--- config.mk ---
export PLATFORM = sky130hd
export DESIGN_NAME = ata_pio_sector_sequencer_unit
export DESIGN_NICKNAME = d
export VERILOG_FILES = /design/src/hdl/ata_pio_pkg.sv /design/src/hdl/ata_pio_core.sv /design/src/hdl/ata_pio_outbuf.sv /design/src/hdl/ata_pio_sector_sequencer_unit.sv
export SDC_FILE = /design/constraint.sdc
export NUM_CORES = 1
export LEC_CHECK = 0
export BUFFER_PORTS_ARGS = -buffer_cell sky130_fd_sc_hd__clkbuf_2
export CAP_MARGIN = 5
export CORE_ASPECT_RATIO = 1.1
export CORE_UTILIZATION = 45
export DETAILED_ROUTE_END_ITERATION = 8
export SYNTH_ARGS = -nofsm -noshare
export SYNTH_HDL_FRONTEND = slang
export SYNTH_HIERARCHICAL = 1
export SYNTH_SLANG_ARGS = --single-unit
export TNS_END_PERCENT = 30
--- constraint.sdc ---
create_clock -name clock -period 13.65 [get_ports clock]
set_input_delay 0 -clock clock [delete_from_list [all_inputs] [get_ports clock]]
set_output_delay 0 -clock clock [all_outputs]
set_load 0.02 [all_outputs]
--- src/hdl/ata_pio_pkg.sv ---
package ata_pio_pkg;

   localparam int MAX_RES = 7;
   localparam int CNT_W   = 3;

   localparam logic [7:0] ST_BSY  = 8'h80;
   localparam logic [7:0] ST_DRDY = 8'h40;
   localparam logic [7:0] ST_DRQ  = 8'h08;
   localparam logic [7:0] ST_ERR  = 8'h01;

   localparam logic [7:0] DEV_HEAD_BASE = 8'hE0;
   localparam logic [3:0] LBA_TOP_MASK  = 4'hF;
   localparam logic [7:0] CMD_READ      = 8'h20;
   localparam logic [7:0] CMD_WRITE     = 8'h30;
   localparam logic [7:0] CMD_FLUSH     = 8'hE7;

   localparam logic [15:0] TIMEOUT_RESET = 16'd10000;

   localparam logic [1:0] FUNC_START_RD = 2'd0;
   localparam logic [1:0] FUNC_START_WR = 2'd1;
   localparam logic [1:0] FUNC_REPLY    = 2'd2;
   localparam logic [1:0] FUNC_HOST_WORD = 2'd3;

   localparam logic [2:0] REG_DATA     = 3'd0;
   localparam logic [2:0] REG_FEATURES = 3'd1;
   localparam logic [2:0] REG_COUNT    = 3'd2;
   localparam logic [2:0] REG_LBA_LO   = 3'd3;
   localparam logic [2:0] REG_LBA_MID  = 3'd4;
   localparam logic [2:0] REG_LBA_HI   = 3'd5;
   localparam logic [2:0] REG_DEVICE   = 3'd6;
   localparam logic [2:0] REG_STATUS   = 3'd7;

   localparam logic [1:0] CODE_OK      = 2'd0;
   localparam logic [1:0] CODE_TIMEOUT = 2'd1;
   localparam logic [1:0] CODE_DEV_ERR = 2'd2;

   localparam logic [3:0] PH_IDLE  = 4'd0;
   localparam logic [3:0] PH_BSY   = 4'd1;
   localparam logic [3:0] PH_DRDY  = 4'd2;
   localparam logic [3:0] PH_DRQ   = 4'd3;
   localparam logic [3:0] PH_RDATA = 4'd4;
   localparam logic [3:0] PH_RERR  = 4'd5;
   localparam logic [3:0] PH_WDATA = 4'd6;
   localparam logic [3:0] PH_FLUSH = 4'd7;

   typedef struct packed {
      logic        bus_valid;
      logic        bus_is_write;
      logic [2:0]  bus_reg;
      logic [15:0] bus_value;
      logic        word_valid;
      logic [15:0] word_out;
      logic        need_word;
      logic        done_res;
      logic [1:0]  status_code;
   } result_type;

   typedef struct packed {
      logic [CNT_W-1:0]                 count;
      result_type [MAX_RES-1:0]         res;
   } plan_type;

   function automatic result_type mk_write(input logic [2:0] r, input logic [15:0] v);
      result_type t;
      t = '0;
      t.bus_valid    = 1'b1;
      t.bus_is_write = 1'b1;
      t.bus_reg      = r;
      t.bus_value    = v;
      return t;
   endfunction

   function automatic result_type mk_read(input logic [2:0] r);
      result_type t;
      t = '0;
      t.bus_valid = 1'b1;
      t.bus_reg   = r;
      return t;
   endfunction

   function automatic result_type mk_done(input logic [1:0] code);
      result_type t;
      t = '0;
      t.done_res    = 1'b1;
      t.status_code = code;
      return t;
   endfunction

   function automatic result_type mk_word(input logic [15:0] w);
      result_type t;
      t = '0;
      t.word_valid = 1'b1;
      t.word_out   = w;
      return t;
   endfunction

   function automatic result_type mk_need();
      result_type t;
      t = '0;
      t.need_word = 1'b1;
      return t;
   endfunction

endpackage

--- src/hdl/ata_pio_core.sv ---
module ata_pio_core #(
   parameter int SECTOR_WORDS = 256
) (
   input  logic                  clock,
   input  logic                  reset,
   input  logic                  fire,
   input  logic [1:0]            func,
   input  logic [27:0]           lba,
   input  logic [15:0]           data,
   input  logic [15:0]           timeout_limit,
   output ata_pio_pkg::plan_type plan
);

   localparam int WC_W = $clog2(SECTOR_WORDS + 1);

   logic [3:0]      phase_ff, phase_in;
   logic            is_write_ff, is_write_in;
   logic [27:0]     addr_ff, addr_in;
   logic [15:0]     poll_ff, poll_in;
   logic [WC_W-1:0] wc_ff, wc_in;

   logic [15:0]     poll_load;
   logic [15:0]     poll_dec;
   logic [WC_W-1:0] wc_inc;
   logic            more_words;

   assign poll_load  = (timeout_limit == 16'd0) ? 16'd1 : timeout_limit;
   assign poll_dec   = poll_ff - 16'd1;
   assign wc_inc     = wc_ff + WC_W'(1);
   assign more_words = wc_inc < WC_W'(SECTOR_WORDS);

   always_comb begin
      plan        = '0;
      phase_in    = phase_ff;
      is_write_in = is_write_ff;
      addr_in     = addr_ff;
      poll_in     = poll_ff;
      wc_in       = wc_ff;
      unique case (func)
         ata_pio_pkg::FUNC_START_RD, ata_pio_pkg::FUNC_START_WR: begin
            if (phase_ff == ata_pio_pkg::PH_IDLE) begin
               is_write_in = func[0];
               addr_in     = lba;
               wc_in       = '0;
               poll_in     = poll_load;
               phase_in    = ata_pio_pkg::PH_BSY;
               plan.res[0] = ata_pio_pkg::mk_read(ata_pio_pkg::REG_STATUS);
               plan.count  = 3'd1;
            end
         end
         ata_pio_pkg::FUNC_REPLY: begin
            unique case (phase_ff)
               ata_pio_pkg::PH_BSY, ata_pio_pkg::PH_DRDY, ata_pio_pkg::PH_FLUSH: begin
                  if ((phase_ff != ata_pio_pkg::PH_DRDY && (data[7:0] & ata_pio_pkg::ST_BSY) == '0)
                      || (phase_ff == ata_pio_pkg::PH_DRDY
                          && (data[7:0] & ata_pio_pkg::ST_DRDY) != '0)) begin
                     poll_in = poll_load;
                     if (phase_ff == ata_pio_pkg::PH_BSY) begin
                        plan.res[0] = ata_pio_pkg::mk_write(ata_pio_pkg::REG_DEVICE,
                           {8'h00, ata_pio_pkg::DEV_HEAD_BASE
                                   | {4'h0, addr_ff[27:24] & ata_pio_pkg::LBA_TOP_MASK}});
                        plan.res[1] = ata_pio_pkg::mk_read(ata_pio_pkg::REG_STATUS);
                        plan.count  = 3'd2;
                        phase_in    = ata_pio_pkg::PH_DRDY;
                     end else if (phase_ff == ata_pio_pkg::PH_DRDY) begin
                        plan.res[0] = ata_pio_pkg::mk_write(ata_pio_pkg::REG_FEATURES, 16'h0000);
                        plan.res[1] = ata_pio_pkg::mk_write(ata_pio_pkg::REG_COUNT, 16'h0001);
                        plan.res[2] = ata_pio_pkg::mk_write(ata_pio_pkg::REG_LBA_LO,
                                                            {8'h00, addr_ff[7:0]});
                        plan.res[3] = ata_pio_pkg::mk_write(ata_pio_pkg::REG_LBA_MID,
                                                            {8'h00, addr_ff[15:8]});
                        plan.res[4] = ata_pio_pkg::mk_write(ata_pio_pkg::REG_LBA_HI,
                                                            {8'h00, addr_ff[23:16]});
                        plan.res[5] = ata_pio_pkg::mk_write(ata_pio_pkg::REG_STATUS,
                           {8'h00, is_write_ff ? ata_pio_pkg::CMD_WRITE
                                               : ata_pio_pkg::CMD_READ});
                        plan.res[6] = ata_pio_pkg::mk_read(ata_pio_pkg::REG_STATUS);
                        plan.count  = 3'd7;
                        phase_in    = ata_pio_pkg::PH_DRQ;
                     end else begin
                        plan.res[0] = ata_pio_pkg::mk_done(ata_pio_pkg::CODE_OK);
                        plan.count  = 3'd1;
                        phase_in    = ata_pio_pkg::PH_IDLE;
                     end
                  end else begin
                     poll_in    = poll_dec;
                     plan.count = 3'd1;
                     if (poll_dec == 16'd0) begin
                        plan.res[0] = ata_pio_pkg::mk_done(ata_pio_pkg::CODE_TIMEOUT);
                        phase_in    = ata_pio_pkg::PH_IDLE;
                     end else begin
                        plan.res[0] = ata_pio_pkg::mk_read(ata_pio_pkg::REG_STATUS);
                     end
                  end
               end
               ata_pio_pkg::PH_DRQ: begin
                  plan.count = 3'd1;
                  if ((data[7:0] & ata_pio_pkg::ST_DRQ) != '0) begin
                     wc_in = '0;
                     if (is_write_ff) begin
                        phase_in    = ata_pio_pkg::PH_WDATA;
                        plan.res[0] = ata_pio_pkg::mk_need();
                     end else begin
                        phase_in    = ata_pio_pkg::PH_RDATA;
                        plan.res[0] = ata_pio_pkg::mk_read(ata_pio_pkg::REG_DATA);
                     end
                  end else if ((data[7:0] & ata_pio_pkg::ST_ERR) != '0) begin
                     plan.res[0] = ata_pio_pkg::mk_done(ata_pio_pkg::CODE_DEV_ERR);
                     phase_in    = ata_pio_pkg::PH_IDLE;
                  end else begin
                     poll_in = poll_dec;
                     if (poll_dec == 16'd0) begin
                        plan.res[0] = ata_pio_pkg::mk_done(ata_pio_pkg::CODE_TIMEOUT);
                        phase_in    = ata_pio_pkg::PH_IDLE;
                     end else begin
                        plan.res[0] = ata_pio_pkg::mk_read(ata_pio_pkg::REG_STATUS);
                     end
                  end
               end
               ata_pio_pkg::PH_RDATA: begin
                  plan.res[0] = ata_pio_pkg::mk_word(data);
                  plan.count  = 3'd2;
                  wc_in       = wc_inc;
                  if (more_words) begin
                     plan.res[1] = ata_pio_pkg::mk_read(ata_pio_pkg::REG_DATA);
                  end else begin
                     plan.res[1] = ata_pio_pkg::mk_read(ata_pio_pkg::REG_STATUS);
                     phase_in    = ata_pio_pkg::PH_RERR;
                  end
               end
               ata_pio_pkg::PH_RERR: begin
                  plan.res[0] = ata_pio_pkg::mk_done(((data[7:0] & ata_pio_pkg::ST_ERR) != '0)
                                   ? ata_pio_pkg::CODE_DEV_ERR : ata_pio_pkg::CODE_OK);
                  plan.count  = 3'd1;
                  phase_in    = ata_pio_pkg::PH_IDLE;
               end
               default: begin
               end
            endcase
         end
         ata_pio_pkg::FUNC_HOST_WORD: begin
            if (phase_ff == ata_pio_pkg::PH_WDATA) begin
               plan.res[0] = ata_pio_pkg::mk_write(ata_pio_pkg::REG_DATA, data);
               wc_in       = wc_inc;
               if (more_words) begin
                  plan.res[1] = ata_pio_pkg::mk_need();
                  plan.count  = 3'd2;
               end else begin
                  plan.res[1] = ata_pio_pkg::mk_write(ata_pio_pkg::REG_STATUS,
                                                      {8'h00, ata_pio_pkg::CMD_FLUSH});
                  plan.res[2] = ata_pio_pkg::mk_read(ata_pio_pkg::REG_STATUS);
                  plan.count  = 3'd3;
                  poll_in     = poll_load;
                  phase_in    = ata_pio_pkg::PH_FLUSH;
               end
            end
         end
      endcase
   end

   always_ff @(posedge clock) begin
      if (reset) begin
         phase_ff    <= ata_pio_pkg::PH_IDLE;
         is_write_ff <= 1'b0;
         addr_ff     <= '0;
         poll_ff     <= '0;
         wc_ff       <= '0;
      end else if (fire) begin
         phase_ff    <= phase_in;
         is_write_ff <= is_write_in;
         addr_ff     <= addr_in;
         poll_ff     <= poll_in;
         wc_ff       <= wc_in;
      end
   end

endmodule

--- src/hdl/ata_pio_outbuf.sv ---
module ata_pio_outbuf (
   input  logic                    clock,
   input  logic                    reset,
   input  logic                    load,
   input  ata_pio_pkg::plan_type   plan,
   output logic                    free,
   output logic                    out_valid,
   output logic                    out_last,
   output ata_pio_pkg::result_type out_res,
   input  logic                    out_ready
);

   ata_pio_pkg::result_type [ata_pio_pkg::MAX_RES-1:0] res_ff, res_in;
   logic [ata_pio_pkg::CNT_W-1:0] cnt_ff, cnt_in;
   logic take;

   assign out_valid = cnt_ff != '0;
   assign out_last  = cnt_ff == ata_pio_pkg::CNT_W'(1);
   assign out_res   = res_ff[0];
   assign take      = out_valid && out_ready;
   assign free      = !out_valid || (out_last && out_ready);

   always_comb begin
      res_in = res_ff;
      cnt_in = cnt_ff;
      if (load) begin
         res_in = plan.res;
         cnt_in = plan.count;
      end else if (take) begin
         for (int i = 0; i < ata_pio_pkg::MAX_RES - 1; i++) begin
            res_in[i] = res_ff[i+1];
         end
         cnt_in = cnt_ff - ata_pio_pkg::CNT_W'(1);
      end
   end

   always_ff @(posedge clock) begin
      res_ff <= res_in;
      if (reset) begin
         cnt_ff <= '0;
      end else begin
         cnt_ff <= cnt_in;
      end
   end

endmodule

--- src/hdl/ata_pio_sector_sequencer_unit.sv ---
// ata pio sector sequencer: host side of one lba28 sector pio transfer
// req channel: one transaction per start, drive register reply or host word;
//   req_tuser carries the function, req_tdata the sector address and data
// rsp channel: the bus accesses, host words, word requests and done report
//   caused by one req transaction, tlast set on the final one
// csr port: single write-only poll limit register, reset value 10000
// path: a req transaction is held in the input register, then its
//   responses are loaded into the result buffer once it is free, and the
//   first of them is offered from there
// throughput: one req transaction per cycle while each yields one response
//   and rsp_tready is high; a transaction with n responses (at most 7, the
//   task file write burst) holds the result buffer until its final response
//   leaves, and the next one is taken as that final response leaves
// reset clears the phase to idle, empties both registers and reloads the
//   poll limit; no clearing pass is needed
// when rsp_tready is low the buffered responses hold and one further req
//   transaction waits in the input register before req_tready drops
module ata_pio_sector_sequencer_unit #(
   parameter int SECTOR_WORDS = 256
) (
   input  logic        clock,
   input  logic        reset,
   input  logic        req_tvalid,
   output logic        req_tready,
   input  logic [47:0] req_tdata,  // lba[27:0], data[43:28], zero pad
   input  logic [1:0]  req_tuser,  // func[1:0]
   output logic        rsp_tvalid,
   input  logic        rsp_tready,
   output logic [47:0] rsp_tdata,  // bus_valid, bus_is_write, bus_reg[2:0], bus_value[15:0],
                                   // word_valid, word_out[15:0], need_word, done_res,
                                   // status_code[1:0], zero pad
   output logic        rsp_tlast,
   input  logic        csr_wr_en,
   input  logic [15:0] csr_wr_data
);

   logic        in_valid_ff, in_valid_in;
   logic [1:0]  func_ff;
   logic [27:0] lba_ff;
   logic [15:0] data_ff;
   logic [15:0] limit_ff;
   logic        load;
   logic        free;
   ata_pio_pkg::plan_type   plan;
   ata_pio_pkg::result_type res;

   assign load        = in_valid_ff && free;
   assign req_tready  = !in_valid_ff || load;
   assign in_valid_in = (req_tvalid && req_tready) || (in_valid_ff && !load);

   always_ff @(posedge clock) begin
      if (req_tvalid && req_tready) begin
         func_ff <= req_tuser;
         lba_ff  <= req_tdata[27:0];
         data_ff <= req_tdata[43:28];
      end
      if (reset) begin
         in_valid_ff <= 1'b0;
         limit_ff    <= ata_pio_pkg::TIMEOUT_RESET;
      end else begin
         in_valid_ff <= in_valid_in;
         if (csr_wr_en) begin
            limit_ff <= csr_wr_data;
         end
      end
   end

   ata_pio_core #(
      .SECTOR_WORDS(SECTOR_WORDS)
   ) u_core (
      .clock        (clock),
      .reset        (reset),
      .fire         (load),
      .func         (func_ff),
      .lba          (lba_ff),
      .data         (data_ff),
      .timeout_limit(limit_ff),
      .plan         (plan)
   );

   ata_pio_outbuf u_outbuf (
      .clock    (clock),
      .reset    (reset),
      .load     (load),
      .plan     (plan),
      .free     (free),
      .out_valid(rsp_tvalid),
      .out_last (rsp_tlast),
      .out_res  (res),
      .out_ready(rsp_tready)
   );

   assign rsp_tdata = {6'd0, res.status_code, res.done_res, res.need_word, res.word_out,
                       res.word_valid, res.bus_value, res.bus_reg, res.bus_is_write,
                       res.bus_valid};

endmodule

==> results.sh, run 1 <==
export IMPL_outcome="complete, no violations"
export IMPL_crit_top_cell="nand2_1"
export IMPL_r2r_cells=9
export IMPL_start_util=0.455
export IMPL_ys_top_cells_by_area="edfxtp_1 48%, mux2_4 14%, buf_4 9.5%"
export IMPL_area_sequential_sq_um=11800
export IMPL_synth_edff_count=340
export IMPL_sw_frac_of_total=0.281
export IMPL_synth_seq_area_share=0.555
export IMPL_dr_pass1_iters=5
export IMPL_rsz0062_at_grt="false"
export IMPL_cp_end_kind="flip-flop"
export IMPL_hp_class="primary input to flip-flop"
export IMPL_wl_mm=36.3
export IMPL_p_seq_frac=0.464
export IMPL_finalMaxSlewViolations=0
export IMPL_cp_top_family="buffers and inverters"
export IMPL_cts_resized_gates=0
export IMPL_antenna_left=0
export IMPL_setup_viol=0
export IMPL_hold_viol=0
export IMPL_antenna_found_initial=0
export IMPL_synth_distinct_cells=79
export IMPL_async_flop_share=0
export IMPL_h_tree_depth=2
export IMPL_antennaDiodeCount=0
export IMPL_worstSkewPairLatency_ns=0.56
export IMPL_min_path_cells=3
export IMPL_synth_ff_type="edfxtp_1"
export IMPL_layout_drive_gt1_share=0.280
export IMPL_max_freq_ghz=0.255
export IMPL_irDropWorstVdd_mv=0.219
export IMPL_critPathMaxStageDelay_ns=0.83
export IMPL_routabilityCongestion=0.821
export IMPL_die_area_sq_um=48000
export IMPL_post_cts_buffers=0
export IMPL_crit_buf_inv=3
export IMPL_rows=83
export IMPL_cts_made_buffers=44
export IMPL_grt_pass1_vias=11000
export IMPL_power_net_switching_mw=1.35
export IMPL_combPwrFrac=0.291
export IMPL_vias_per_cell=4.86
export IMPL_worstSetupPathType="flip-flop to flip-flop"
export IMPL_slew_headroom=0.222
export IMPL_cts_hold_buf=64
export IMPL_drv_cap=0
export IMPL_drtIter0Drc=900
export IMPL_fin_util=0.490
export IMPL_io_buffers=111
export IMPL_grt_max_degree=194
export IMPL_grt_pass1_wl_mm=58.1
export IMPL_cp_slowest_cell="buf_12"
export IMPL_area_growth_pct=7.72
export IMPL_dr_total_vias=11000
export IMPL_wl_per_cell_um=16.0
export IMPL_layout_commonest_cell="edfxtp_1"
export IMPL_crit_cells=9
export IMPL_post_place_ws_ns=9.64
export IMPL_crit_arrival_ns=4.22
export IMPL_tns_ns=0
export IMPL_fin_skew_ns=0.0188
export IMPL_path_max_fanout=151
export IMPL_ios=122
export IMPL_synth_top_cell_area_share=0.482
export IMPL_power_density_nw_per_um2=210
export IMPL_die_y_um=230
export IMPL_synth_top_cell_by_area="edfxtp_1"
export IMPL_grt_use_total=0.152
export IMPL_grt_overflow_total=0
export IMPL_worst_pin_slew_ns=1.17
export IMPL_clock_power_share=0.245
export IMPL_ys_ff_latch=418
export IMPL_fillers=4012
export IMPL_numClockSinks=418
export IMPL_yosys_warnings=6
export IMPL_internal_power_mw=3.44
export IMPL_timing_final_crit_share=0.287
export IMPL_tritoncts="yes"
export IMPL_multi_input_area_sq_um=7540
export IMPL_syn_avg_cell_area_sq_um=13.6
export IMPL_power_leakage_nw=8.92
export IMPL_setup_ws_ns=9.73
export IMPL_dp_hpwl_mm=21.3
export IMPL_mostFrequentLayoutCells="340 x edfxtp_1, 201 x mux2_4, 199 x conb_1, 111 x clkbuf_2, 85 x nand2_1"
export IMPL_synthCells=1563
export IMPL_root_buffer="clkbuf_16"
export IMPL_min_period_ns=3.92
export IMPL_cts_clk_slew_worst_paths_ns=0.06
export IMPL_critPathLaunchType="flip-flop"
export IMPL_fin_nets=1718
export IMPL_syn_area_sq_um=21200
export IMPL_critical_path_required_ns=13.95
export IMPL_path_cells="inv_1, ha_1, nor2b_1, nand2_1, nand2_1, and2_4, buf_4, buf_12, mux2_2"
export IMPL_core_area_sq_um=46600
export IMPL_cts_buffer_depth=3
export IMPL_holdWs_ns=0.0739
export IMPL_drcViolationCount=0
export IMPL_die_width_um=209
export IMPL_totalPowerFinal_mw=4.79
## sequential cells by signal, summed over array words and instances (netlist names), 9 cells and up
register,flops
data_ff,16
lba_ff,28
limit_ff,16
u_core/addr_ff,28
u_core/poll_ff,16
u_core/wc_ff,9
u_outbuf/out_res,42
u_outbuf/res_ff,252
## Yosys cell counts, types with 27 or more instances
master	number
mux2_2	53
buf_6	27
a21oi_1	57
buf_4	268
nand2_1	85
and2_1	40
nor2_1	63
dfxtp_1	78
o21ai_0	29
mux2_4	201
clkbuf_1	34
edfxtp_1	340
## worst min-delay path: stages
cell and delay [ns]:
clkbuf_2 0.32, mux2i_1 0.20, nor2_1 0.07
## cell families (layout without fill, tap and decap cells)
kind of cell,count (synthesis),count (layout),share of synthesized area
and+or+nand+nor,319,319,0.0813
AOI/OAI and AO/OA,177,177,0.0558
muxes,268,268,0.177
other,2,199,0.000354
DFF,418,418,0.555
buffers and inverters,369,284,0.125
xor gates and xnor gates,4,4,0.00165
adders and majority gates,6,6,0.00354
## metrics by stage
stage          instance area (sq um)  cells
2_1_floorplan                  21900   1760
3_3_place_gp                   20800   2126
3_5_place_dp                   20800   2126
4_1_cts                        22800   2270
5_1_grt                        22800   2270
6_report                       22800   2270
## power groups by stage
stage	registers (mW)	clock network (mW)	logic [mW]
6_report	2.22	1.17	1.40
2_1_floorplan	2.25	0	1.30
3_5_place_dp	2.25	0	1.40
3_3_place_gp	2.24	0	1.37
4_1_cts	2.23	1.21	1.41
5_1_grt	2.27	1.26	1.51
## per-layer routing
layer / GRT usage / vias up / share of wire
met3: 0.0302 / 69 / 0.041
met2: 0.255 / 219 / 0.49
met5: 0 / - / 0
met1: 0.191 / 5367 / 0.43
met4: 0.0630 / 0 / 0.034
li1: - / 5371 / -
## cell type report
type / count / area share
Sequential cell: 418 / 0.516
Inverter: 20 / 0.00329
Clock inverter: 21 / 0.0101
Timing Repair Buffer: 184 / 0.0565
Tap cell: 595 / 0.0326
Clock buffer: 59 / 0.0516
Multi-Input combinational cell: 973 / 0.330
## path summary, 6_finish.rpt
kind | slack, ns | startpoint | endpoint
worst max register to register | 9.73 | u_outbuf/cnt_ff[1] | u_outbuf/res_ff[246]
worst min-delay path | 0.07 | csr_wr_en | limit_ff[12]
worst max-delay path | 9.73 | u_outbuf/cnt_ff[1] | u_outbuf/res_ff[246]
worst min register to register | 0.45 | u_core/addr_ff[15] | u_core/addr_ff[15]
No activity file was read; power rests on OpenSTA's default activity.
==> run 2, diff against run 1 <==
==> constraint.sdc (replaced) <==
create_clock -name clock -period 4.1 [get_ports clock]
set_input_delay 0 -clock clock [delete_from_list [all_inputs] [get_ports clock]]
set_output_delay 0 -clock clock [all_outputs]
set_load 0.02 [all_outputs]
==> results.sh, run 2 (same netlist as run 1, synthesis figures left out) <==
export IMPL_drtIter0Drc=838
export IMPL_hp_class="primary input to flip-flop"
export IMPL_worst_pin_slew_ns=1.12
export IMPL_antennaDiodeCount=0
export IMPL_die_area_sq_um=48000
export IMPL_dp_hpwl_mm=22.3
export IMPL_p_seq_frac=0.464
export IMPL_grtUsageMet2=0.266
export IMPL_critPathLaunchType="flip-flop"
export IMPL_io_buffers=111
export IMPL_mostFrequentLayoutCells="340 x edfxtp_1, 201 x mux2_4, 199 x conb_1, 111 x clkbuf_2, 85 x nand2_1"
export IMPL_grt_max_degree=107
export IMPL_layout_commonest_cell="edfxtp_1"
export IMPL_worstSkewPairLatency_ns=0.58
export IMPL_worstSetupPathType="flip-flop to flip-flop"
export IMPL_root_buffer="clkbuf_16"
export IMPL_dpl_cell_area_sq_um=20900
export IMPL_routabilityCongestion=0.814
export IMPL_irDropWorstVdd_mv=0.348
export IMPL_h_tree_depth=2
export IMPL_max_freq_ghz=0.316
export IMPL_combPwrFrac=0.298
export IMPL_tns_ns=0
export IMPL_largest_register="u_outbuf/res_ff"
export IMPL_drv_cap=0
export IMPL_dr_pass1_iters=7
export IMPL_dpl_cell_count=2144
export IMPL_power_density_nw_per_um2=692
export IMPL_sw_frac_of_total=0.282
export IMPL_grt_use_total=0.152
export IMPL_use_met3=0.0250
export IMPL_core_area_sq_um=46600
export IMPL_drcViolationCount=0
export IMPL_timing_final_crit_share=0.772
export IMPL_rsz0062_at_grt="false"
export IMPL_antenna_left=0
export IMPL_totalPowerFinal_mw=15.9
export IMPL_grt_pass1_vias=11000
export IMPL_start_util=0.455
export IMPL_use_met1=0.182
export IMPL_finalInstanceArea_sq_um=22900
export IMPL_die_y_um=230
export IMPL_clock_power_share=0.238
export IMPL_wl_per_cell_um=15.8
export IMPL_die_width_um=209
export IMPL_top_usage_layer="met2"
export IMPL_area_growth_pct=8.23
export IMPL_finalMaxSlewViolations=0
export IMPL_tritoncts="yes"
export IMPL_cts_buffer_depth=3
export IMPL_hold_viol=0
export IMPL_grt_pass1_wl_mm=57.9
export IMPL_largest_reg_flops=252
export IMPL_fin_cells=2286
export IMPL_cts_made_buffers=44
export IMPL_grt_overflow_total=0
export IMPL_setup_viol=0
export IMPL_cts_resized_gates=0
export IMPL_power_leakage_nw=9.00
export IMPL_internal_power_mw=11.4
export IMPL_fin_util=0.492
export IMPL_antenna_found_initial=0
export IMPL_path_max_fanout=10
export IMPL_slew_headroom=0.252
export IMPL_power_net_switching_mw=4.48
export IMPL_dr_total_vias=11000
export IMPL_cp_end_kind="flip-flop"
export IMPL_numClockSinks=418
export IMPL_fin_skew_ns=0.0229
export IMPL_crit_arrival_ns=3.48
export IMPL_critical_path_required_ns=4.41
export IMPL_layout_drive_gt1_share=0.284
export IMPL_cts_clk_slew_worst_paths_ns=0.06
export IMPL_ios=122
export IMPL_rows=83
export IMPL_fin_nets=1736
export IMPL_min_period_ns=3.16
export IMPL_outcome="complete, no violations"
export IMPL_wl_mm=36.2
export IMPL_vias_per_cell=4.82
-- run 2: cell types whose count changed in the layout (fill, tap and decap cells not counted), moves of 2 or more --
cell / previous run / this run
clkinvlp_4: 2 / 0
clkinv_4: 2 / 0
clkbuf_8: 2 / 5
inv_6: 2 / 0
bufinv_16: 4 / 1
buf_4: 7 / 24
clkbuf_1: 13 / 15
-- run 2: critical path, stage by stage, from the launching register on --
cell and delay (ns):
dfxtp_1 0.40, inv_1 0.16, ha_1 0.39, nor3b_1 0.61, a21boi_0 0.21, o31ai_1 0.22, a21o_1 0.34, nor3_1 0.10
o21a_1 0.21, mux2_2 0.27
-- run 2: path summary, 6_finish.rpt --
check / startpoint / endpoint / slack [ns] / depth (start not counted)
setup / recovery: u_core/poll_ff[1] / u_outbuf/out_res[2] / 0.94 / 9
hold / removal: csr_wr_en / limit_ff[6] / 0.06 / 3
setup reg to reg: u_core/poll_ff[1] / u_outbuf/out_res[2] / 0.94 / 9
hold reg to reg: u_core/addr_ff[17] / u_core/addr_ff[17] / 0.45 / 2
-- run 2: power by group through the flow --
stage	combinational, mW	sequential (mW)	clock, mW
finish	4.73	7.37	3.77
global route	5.10	7.52	4.05
CTS	4.78	7.40	3.91
detailed placement	4.72	7.48	0
global placement	4.64	7.42	0
floorplan	4.34	7.27	0
-- run 2: layout make-up --
cell class,instances,area (sq um)
clock buffers,65,1250
multi-input cells,973,7540
flip-flops and latches,418,11800
repair buffers,202,1440
inverters,20,75.1
well taps,595,744
fillers,4020,23700
clock inverters,13,119
-- run 2: through the flow --
stage               hold WS [ns]  setup WS, ns
floorplan                 0.0790        0.0934
global placement           0.179          1.05
detailed placement         0.179          1.02
CTS                       0.0211         0.994
global route              0.0897         0.708
finish                    0.0595         0.935
-- run 2: timing repair --
item	4_1_cts	5_1_grt
buffers inserted	0	0
endpoints found under the hold margin	66	0
hold buffers	64	0
-- run 2: layer usage --
layer	vias up	share of wire
li1	5402	-
met1	5357	0.43
met2	186	0.50
met3	67	0.034
met4	0	0.034
met5	-	0
